<file path="src/bpa_pkg.sv">
// Shared types and constants for the buddy page allocator.
package bpa_pkg;

    localparam int PAGE_SHIFT   = 12;
    localparam int REGION_SHIFT = 20;
    localparam int TOP_ORDER    = REGION_SHIFT - PAGE_SHIFT;
    localparam int NPAGES       = 1 << TOP_ORDER;
    localparam int PAGE_W       = TOP_ORDER;
    localparam int ORD_W        = 4;

    typedef enum logic [1:0] {
        KIND_NONE = 2'd0,
        KIND_FREE = 2'd1,
        KIND_USED = 2'd2
    } kind_t;

    typedef enum logic [1:0] {
        ST_OK        = 2'd0,
        ST_NO_SPACE  = 2'd1,
        ST_TOO_LARGE = 2'd2,
        ST_BAD_FREE  = 2'd3
    } status_t;

    typedef enum logic [0:0] {
        FUNC_ALLOC = 1'b0,
        FUNC_FREE  = 1'b1
    } func_t;

    typedef struct packed {
        logic [ORD_W-1:0] order;
        kind_t            kind;
    } entry_t;

    typedef enum logic [3:0] {
        S_CLEAR,
        S_IDLE,
        S_SCAN_RD,
        S_SCAN_CHK,
        S_SPLIT,
        S_FREE_CHK,
        S_MERGE_RD,
        S_MERGE_CHK,
        S_DONE
    } fsm_t;

endpackage

</file>
<file path="src/bpa_ram.sv">
// Generic single-write, single-read RAM with registered read data.
module bpa_ram #(
    parameter int WIDTH = 8,
    parameter int DEPTH = 256
) (
    input  logic                     aclk,
    input  logic                     we,
    input  logic [$clog2(DEPTH)-1:0] waddr,
    input  logic [WIDTH-1:0]         wdata,
    input  logic [$clog2(DEPTH)-1:0] raddr,
    output logic [WIDTH-1:0]         rdata
);

    logic [WIDTH-1:0] mem [DEPTH];

    always_ff @(posedge aclk) begin
        if (we) begin
            mem[waddr] <= wdata;
        end
        rdata <= mem[raddr];
    end

endmodule

</file>
<file path="src/buddy_page_allocator.sv">
// Top level of the binary buddy page allocator with its sequencer.
//
//  channel   dir  ports                    payload
//  s_        in   tvalid/tready/tdata/user request_bytes, free_address; tuser func
//  m_        out  tvalid/tready/tdata/user block_address, block_order; tuser status
//
// Sequence: an allocate walks the block list with a read and a check state per
// block (up to 256 blocks), then one split state per order; a free reads and
// checks each buddy in turn. The simple dual-port page table (one read and one write a cycle) sets this.
// Reset: a clearing pass writes every page table entry; no request is
// taken meanwhile. The block takes one request at a time and holds the result
// in an output register until the m_ side takes the transfer.
module buddy_page_allocator (
    input  logic        aclk,
    input  logic        aresetn,
    input  logic        s_tvalid,
    output logic        s_tready,
    input  logic [47:0] s_tdata,   // [20:0] request_bytes, [40:21] free_address, zero fill
    input  logic [0:0]  s_tuser,   // [0] func
    output logic        m_tvalid,
    input  logic        m_tready,
    output logic [31:0] m_tdata,   // [19:0] block_address, [24:20] block_order, zero fill
    output logic [1:0]  m_tuser    // [1:0] status
);

    localparam int PW = bpa_pkg::PAGE_W;
    localparam int OW = bpa_pkg::ORD_W;

    bpa_pkg::fsm_t   state_reg, state_next;
    logic [PW:0]     p_reg, p_next;          // walk pointer, carries past the last page
    logic [PW-1:0]   pg_reg, pg_next;        // page of the block being worked on
    logic [OW-1:0]   best_reg, best_next;    // smallest fitting free order seen
    logic [PW-1:0]   bestp_reg, bestp_next;
    logic [OW-1:0]   want_reg, want_next;
    logic [OW-1:0]   ord_reg, ord_next;      // split or merge order
    logic [PW-1:0]   clr_reg, clr_next;
    logic            mvalid_reg, mvalid_next;
    logic [19:0]     addr_reg, addr_next;
    logic [4:0]      bord_reg, bord_next;
    bpa_pkg::status_t stat_reg, stat_next;

    logic            ram_we;
    logic [PW-1:0]   ram_waddr, ram_raddr;
    bpa_pkg::entry_t ram_wdata, rd;
    logic [$bits(bpa_pkg::entry_t)-1:0] ram_rdata;

    logic [20:0]     req;
    logic [19:0]     faddr;
    logic [OW-1:0]   want_c;
    logic            fits_c;
    logic [PW:0]     step_c;
    logic [PW:0]     sum_c;
    logic [PW-1:0]   buddy_c;
    logic [OW-1:0]   ord_clamp;

    bpa_ram #(.WIDTH($bits(bpa_pkg::entry_t)), .DEPTH(bpa_pkg::NPAGES)) u_table (
        .aclk  (aclk),
        .we    (ram_we),
        .waddr (ram_waddr),
        .wdata (ram_wdata),
        .raddr (ram_raddr),
        .rdata (ram_rdata)
    );

    assign rd    = bpa_pkg::entry_t'(ram_rdata);
    assign req   = s_tdata[20:0];
    assign faddr = s_tdata[40:21];

    // Round the byte request up to a page order; compares are independent.
    always_comb begin
        want_c = '0;
        fits_c = 1'b0;
        for (int k = 0; k <= bpa_pkg::TOP_ORDER; k++) begin
            if (!fits_c && ({1'b0, req} <= (22'(1) << (k + bpa_pkg::PAGE_SHIFT)))) begin
                want_c = OW'(k);
                fits_c = 1'b1;
            end
        end
    end

    // Walk stride: a non-head page advances by one, a head by its block size.
    assign ord_clamp = (rd.order > OW'(bpa_pkg::TOP_ORDER)) ? OW'(bpa_pkg::TOP_ORDER)
                                                            : rd.order;
    assign step_c = (rd.kind == bpa_pkg::KIND_NONE) ? (PW+1)'(1)
                                                    : ((PW+1)'(1) << ord_clamp);
    assign sum_c   = p_reg + step_c;
    assign buddy_c = pg_reg ^ (PW'(1) << ord_reg[2:0]);

    always_comb begin
        state_next  = state_reg;
        p_next      = p_reg;
        pg_next     = pg_reg;
        best_next   = best_reg;
        bestp_next  = bestp_reg;
        want_next   = want_reg;
        ord_next    = ord_reg;
        clr_next    = clr_reg;
        mvalid_next = mvalid_reg;
        addr_next   = addr_reg;
        bord_next   = bord_reg;
        stat_next   = stat_reg;
        ram_we      = 1'b0;
        ram_waddr   = pg_reg;
        ram_wdata   = '{order: '0, kind: bpa_pkg::KIND_NONE};
        ram_raddr   = p_reg[PW-1:0];
        s_tready    = 1'b0;

        case (state_reg)
            bpa_pkg::S_CLEAR: begin
                // Write the reset image: page zero one free region-sized block.
                ram_we    = 1'b1;
                ram_waddr = clr_reg;
                if (clr_reg == '0) begin
                    ram_wdata = '{order: OW'(bpa_pkg::TOP_ORDER), kind: bpa_pkg::KIND_FREE};
                end
                clr_next = clr_reg + PW'(1);
                if (clr_reg == PW'(bpa_pkg::NPAGES - 1)) begin
                    state_next = bpa_pkg::S_IDLE;
                end
            end
            bpa_pkg::S_IDLE: begin
                s_tready  = 1'b1;
                ram_raddr = faddr[19:bpa_pkg::PAGE_SHIFT];
                if (s_tvalid) begin
                    if (s_tuser[0] == bpa_pkg::FUNC_ALLOC) begin
                        want_next = want_c;
                        p_next    = '0;
                        best_next = '1;
                        if (!fits_c) begin
                            stat_next   = bpa_pkg::ST_TOO_LARGE;
                            addr_next   = '0;
                            bord_next   = '0;
                            mvalid_next = 1'b1;
                            state_next  = bpa_pkg::S_DONE;
                        end else begin
                            state_next = bpa_pkg::S_SCAN_RD;
                        end
                    end else begin
                        pg_next = faddr[19:bpa_pkg::PAGE_SHIFT];
                        if (faddr[bpa_pkg::PAGE_SHIFT-1:0] != '0) begin
                            stat_next   = bpa_pkg::ST_BAD_FREE;
                            addr_next   = '0;
                            bord_next   = '0;
                            mvalid_next = 1'b1;
                            state_next  = bpa_pkg::S_DONE;
                        end else begin
                            state_next = bpa_pkg::S_FREE_CHK;
                        end
                    end
                end
            end
            bpa_pkg::S_SCAN_RD: begin
                state_next = bpa_pkg::S_SCAN_CHK;
            end
            bpa_pkg::S_SCAN_CHK: begin
                // Keep the smallest fitting order; ascending walk keeps lowest address.
                if (rd.kind == bpa_pkg::KIND_FREE && rd.order >= want_reg &&
                    rd.order < best_reg) begin
                    best_next  = rd.order;
                    bestp_next = p_reg[PW-1:0];
                end
                p_next = sum_c;
                if (sum_c[PW]) begin
                    if (best_next == '1) begin
                        stat_next   = bpa_pkg::ST_NO_SPACE;
                        addr_next   = '0;
                        bord_next   = '0;
                        mvalid_next = 1'b1;
                        state_next  = bpa_pkg::S_DONE;
                    end else begin
                        pg_next    = bestp_next;
                        ord_next   = best_next;
                        state_next = bpa_pkg::S_SPLIT;
                    end
                end else begin
                    state_next = bpa_pkg::S_SCAN_RD;
                end
            end
            bpa_pkg::S_SPLIT: begin
                ram_we = 1'b1;
                if (ord_reg > want_reg) begin
                    // Upper half of the split goes back as a free block.
                    ram_waddr = pg_reg ^ (PW'(1) << 3'(ord_reg - OW'(1)));
                    ram_wdata = '{order: ord_reg - OW'(1), kind: bpa_pkg::KIND_FREE};
                    ord_next  = ord_reg - OW'(1);
                end else begin
                    ram_waddr   = pg_reg;
                    ram_wdata   = '{order: want_reg, kind: bpa_pkg::KIND_USED};
                    stat_next   = bpa_pkg::ST_OK;
                    addr_next   = {pg_reg, {bpa_pkg::PAGE_SHIFT{1'b0}}};
                    bord_next   = 5'(want_reg) + 5'(bpa_pkg::PAGE_SHIFT);
                    mvalid_next = 1'b1;
                    state_next  = bpa_pkg::S_DONE;
                end
            end
            bpa_pkg::S_FREE_CHK: begin
                if (rd.kind != bpa_pkg::KIND_USED) begin
                    stat_next   = bpa_pkg::ST_BAD_FREE;
                    addr_next   = '0;
                    bord_next   = '0;
                    mvalid_next = 1'b1;
                    state_next  = bpa_pkg::S_DONE;
                end else begin
                    ord_next   = ord_clamp;
                    state_next = bpa_pkg::S_MERGE_RD;
                end
            end
            bpa_pkg::S_MERGE_RD: begin
                ram_raddr = buddy_c;
                if (ord_reg < OW'(bpa_pkg::TOP_ORDER)) begin
                    state_next = bpa_pkg::S_MERGE_CHK;
                end else begin
                    ram_we      = 1'b1;
                    ram_wdata   = '{order: ord_reg, kind: bpa_pkg::KIND_FREE};
                    stat_next   = bpa_pkg::ST_OK;
                    addr_next   = {pg_reg, {bpa_pkg::PAGE_SHIFT{1'b0}}};
                    bord_next   = 5'(ord_reg) + 5'(bpa_pkg::PAGE_SHIFT);
                    mvalid_next = 1'b1;
                    state_next  = bpa_pkg::S_DONE;
                end
            end
            bpa_pkg::S_MERGE_CHK: begin
                ram_we = 1'b1;
                if (rd.kind == bpa_pkg::KIND_FREE && rd.order == ord_reg) begin
                    // Clear whichever head stops being a block start.
                    if (buddy_c < pg_reg) begin
                        ram_waddr = pg_reg;
                        pg_next   = buddy_c;
                    end else begin
                        ram_waddr = buddy_c;
                    end
                    ord_next   = ord_reg + OW'(1);
                    state_next = bpa_pkg::S_MERGE_RD;
                end else begin
                    ram_wdata   = '{order: ord_reg, kind: bpa_pkg::KIND_FREE};
                    stat_next   = bpa_pkg::ST_OK;
                    addr_next   = {pg_reg, {bpa_pkg::PAGE_SHIFT{1'b0}}};
                    bord_next   = 5'(ord_reg) + 5'(bpa_pkg::PAGE_SHIFT);
                    mvalid_next = 1'b1;
                    state_next  = bpa_pkg::S_DONE;
                end
            end
            bpa_pkg::S_DONE: begin
                if (m_tready) begin
                    mvalid_next = 1'b0;
                    state_next  = bpa_pkg::S_IDLE;
                end
            end
            default: begin
                state_next = bpa_pkg::S_IDLE;
            end
        endcase
    end

    always_ff @(posedge aclk) begin
        if (!aresetn) begin
            state_reg  <= bpa_pkg::S_CLEAR;
            clr_reg    <= '0;
            mvalid_reg <= 1'b0;
        end else begin
            state_reg  <= state_next;
            clr_reg    <= clr_next;
            mvalid_reg <= mvalid_next;
        end
    end

    always_ff @(posedge aclk) begin
        p_reg     <= p_next;
        pg_reg    <= pg_next;
        best_reg  <= best_next;
        bestp_reg <= bestp_next;
        want_reg  <= want_next;
        ord_reg   <= ord_next;
        addr_reg  <= addr_next;
        bord_reg  <= bord_next;
        stat_reg  <= stat_next;
    end

    assign m_tvalid = mvalid_reg;
    assign m_tdata  = {7'd0, bord_reg, addr_reg};
    assign m_tuser  = stat_reg;

`ifndef NO_ASSERTIONS
    a_one_side: assert property (@(posedge aclk) disable iff (!aresetn)
        !(s_tready && m_tvalid))
        else $error("request taken while a result is pending");

    a_fail_zero: assert property (@(posedge aclk) disable iff (!aresetn)
        m_tvalid && m_tuser != bpa_pkg::ST_OK |-> m_tdata == 32'd0)
        else $error("failed result carries nonzero fields");

    a_order_range: assert property (@(posedge aclk) disable iff (!aresetn)
        m_tvalid && m_tuser == bpa_pkg::ST_OK |->
        m_tdata[24:20] >= 5'(bpa_pkg::PAGE_SHIFT) &&
        m_tdata[24:20] <= 5'(bpa_pkg::REGION_SHIFT))
        else $error("granted order out of range");

    a_clear_blocks: assert property (@(posedge aclk) disable iff (!aresetn)
        state_reg == bpa_pkg::S_CLEAR |-> !s_tready && !m_tvalid)
        else $error("handshake active during clearing pass");
`endif

endmodule

</file>
<file path="config.mk">
export PLATFORM = sky130hd
export DESIGN_NAME = buddy_page_allocator
export DESIGN_NICKNAME = d
export VERILOG_FILES = /design/src/bpa_pkg.sv /design/src/bpa_ram.sv /design/src/buddy_page_allocator.sv
export SDC_FILE = /design/constraint.sdc
export NUM_CORES = 2
export LEC_CHECK = 0
export BUFFER_PORTS_ARGS = -buffer_cell sky130_fd_sc_hd__buf_2
export CELL_PAD_IN_SITES_DETAIL_PLACEMENT = 2
export CELL_PAD_IN_SITES_GLOBAL_PLACEMENT = 2
export CORE_MARGIN = 4
export CORE_UTILIZATION = 49
export CTS_CLUSTER_SIZE = 10
export DETAILED_ROUTE_END_ITERATION = 8
export HOLD_SLACK_MARGIN = 0.08
export PLACE_DENSITY_LB_ADDON = 0.1
export SYNTH_ARGS = -nofsm -noshare
export SYNTH_HDL_FRONTEND = slang
export SYNTH_HIERARCHICAL = 1
export SYNTH_SLANG_ARGS = --single-unit
</file>
<file path="constraint.sdc">
create_clock -name aclk -period 15.1 [get_ports aclk]
set_clock_uncertainty 0.15 [all_clocks]
set_input_delay 3.02 -clock aclk [delete_from_list [all_inputs] [get_ports aclk]]
set_output_delay 3.02 -clock aclk [all_outputs]
set_load 0.02 [all_outputs]
</file>
==> impl_metrics.yaml <==
sta:
  relSlewSlack_pct: 3.13
  fmax_mhz: 129
  hold_violations: 0
  rsz0062_at_grt: "false"
  final.setup.tns_ns: 0
  worst_slew_pin_slew_ns: 1.45
  drv_slew: 0
  setup_viol: 0
  setup_ws_ns: 7.37
  post-route-period-util_pct: 51.2
  min_period_ns: 7.73
clock_network:
  tritoncts: "done"
  insertion_delay_ns: 0.80
  cts_resized: 0
  clkSlewWorstSetupHoldPaths_ns: 0.06
  cts_setup_buffers: 0
  cts_root_buf: "clkbuf_16"
  clock_path_buffers: 3
  hold_buffers: 0
  numCtsBuffers: 181
  cts_sinks: 1607
  cts_max_level: 4
placed_design:
  dp_hpwl_mm: 132
  preCtsSetupSlack_ns: 6.75
  io_buffers: 62
  place.gp.congestion: 0.855
  dpl_cell_area_um2: 67600
flow_run:
  cap_violations: 0
routing:
  drc_errors: 0
  vias_per_cell: 6.68
  first_pass_iters: 5
  drtIter0Drc: 4403
  routed_wirelength_mm: 214
  post_drt_wl_per_cell_um: 38.8
  num_vias: 36900
  ant_nets: 0
synthesis:
  synth_top_family_by_area: "multiplexers"
  async_flop_share_pct: 0
  ys_types: 80
  synth_warnings: 6
  synthXorXnorAreaFrac_pct: 0.441
  syn_area_per_cell_um2: 18.2
  synth-simple-area-share_pct: 5.23
  ys_ff_latch: 1607
  synth-compound-area-share_pct: 4.58
  yosysSeqAreaShare_pct: 73.4
  syn_inst: 3592
  synth.mux.area_fraction_pct: 13.7
  synth_fa_ha_area_share_pct: 0.661
  synth_ff_type: "edfxtp_1"
  syn_area_um2: 65500
  synth_edf_count: 1588
floorplanning:
  core_area_um2: 132000
  die-area_um2: 140000
  placementRows: 133
  fp.dieH_um: 374
  ios: 89
  die_w_um: 374
  initial_core_util_pct: 49.6
setup_path:
  crit_path_start_kind: "register"
  reg2reg_from: "state_reg[1]$_SDFFE_PN0P_"
  r2r_cells: 12
  worstSetupEndpointType: "register"
  cp.arrival_ns: 8.31
  required_ns: 15.68
  worst-path-max-fanout: 47
  crit_path_start: "state_reg[1]$_SDFFE_PN0P_"
  worst-setup-path-type: "reg2reg"
cells_and_area:
  drive_gt1_share_pct: 19.7
  final_common_cell: "edfxtp_1"
  area_growth_pct: 10.9
  final_cell_mix: "edfxtp_1 (1588), nor2_1 (349), mux4_2 (331)"
  n_fill_cell: 11300
  nets: 3782
  largest_reg_flops: 1536
  fin_area_um2: 72600
min_path:
  hold_start: "m_tvalid$_SDFFE_PN0P_"
  hold_depth: 2
  hold_class: "reg2reg"
grt:
  track_usage_pct: 30.6
  grt_pass1_vias: 39800
  grt_antenna_before_repair: 3
  grt_pass1_wl_mm: 308
  grt_max_degree: 256
  grt_overflow_total: 0
power_and_ir_drop:
  total_power_mw: 9.07
  power_density_nw_per_um2: 125
  vdd_drop_max_mv: 0.115
  power_leakage_nw: 21.3
status:
  outcome: "finished clean"
[logic make-up (layout without fill, tap and decap cells)]
family	count (synthesis)	in the layout
buffers and inverters	259	409
other	1	20
XOR/XNOR	33	33
AND/OR/NAND/NOR	740	740
adder cells (fa/ha/maj)	34	34
multiplexers	477	477
AO/OA/AOI/OAI	441	441
flip-flops	1607	1607
[area by class of cell]
class | count | area (µm²) | share of cell area (%)
Timing Repair Buffer | 129 | 876 | 1.21
Antenna cell | 1 | 2.50 | 0.00345
Multi-Input combinational cell | 1744 | 16300 | 22.5
Clock buffer | 237 | 4880 | 6.72
Inverter | 32 | 120 | 0.165
Tap cell | 1755 | 2200 | 3.03
Clock inverter | 11 | 124 | 0.171
Sequential cell | 1607 | 48100 | 66.2
[metal layers]
| metal | share of wire, % | GRT usage (%) | vias up |
|---|---|---|---|
| met1 | 40 | 40.9 | 20100 |
| met2 | 50 | 51.3 | 1730 |
| li1 | - | - | 14700 |
| met3 | 6.5 | 4.90 | 363 |
| met5 | 0 | 0 | - |
| met4 | 3.7 | 10.7 | 0 |
[synthesized netlist by cell type (30+ instances only)]
library cell	n	area [µm²]
nand3_1	70	350
mux2i_1	116	1160
mux4_2	331	7450
edfxtp_1	1588	47700
o22ai_1	32	200
clkbuf_1	114	428
nand2_1	132	495
nor2_1	351	1320
buf_2	41	205
a22oi_1	80	601
a21oi_1	91	455
ha_1	33	413
nor3_1	36	180
mux2_2	30	338
buf_4	50	375
o21ai_0	75	375
[worst max-delay path: stages, from the launching register on]
cell and delay, ns:
dfxtp_1 0.78, nor2_1 0.18, and3_1 0.48, nor2_1 0.73
a221o_4 0.59, buf_4 0.71, buf_4 0.88, buf_4 0.77
mux4_2 0.44, o22ai_1 0.12, a2111oi_0 1.21, and4_1 0.38
a211o_1 0.13
[final timing paths]
kind                         endpoint  slack (ns)
max          u_table/rdata[4]$_DFF_P_        7.37
min             m_tvalid$_SDFFE_PN0P_        0.33
max reg2reg  u_table/rdata[4]$_DFF_P_        7.37
min reg2reg     m_tvalid$_SDFFE_PN0P_        0.33
[per-stage QoR]
step                      std cells  hold WS (ns)  util, %
after detailed placement       5267         0.317     51.2
after CTS                      5515         0.326     54.9
final                          5516         0.326     54.9
after floorplan                3610         0.334        -
after global placement         5267         0.308     51.2
after global routing           5515         0.351     54.9
[report_power, final]
part,total (mW),switching (mW),internal [mW],leakage (nW)
Combinational,0.195,0.161,0.0340,6.48
Clock,3.95,1.72,2.23,2.43
Sequential,4.92,0.00841,4.91,12.4
(Power assumes the default switching activity.)
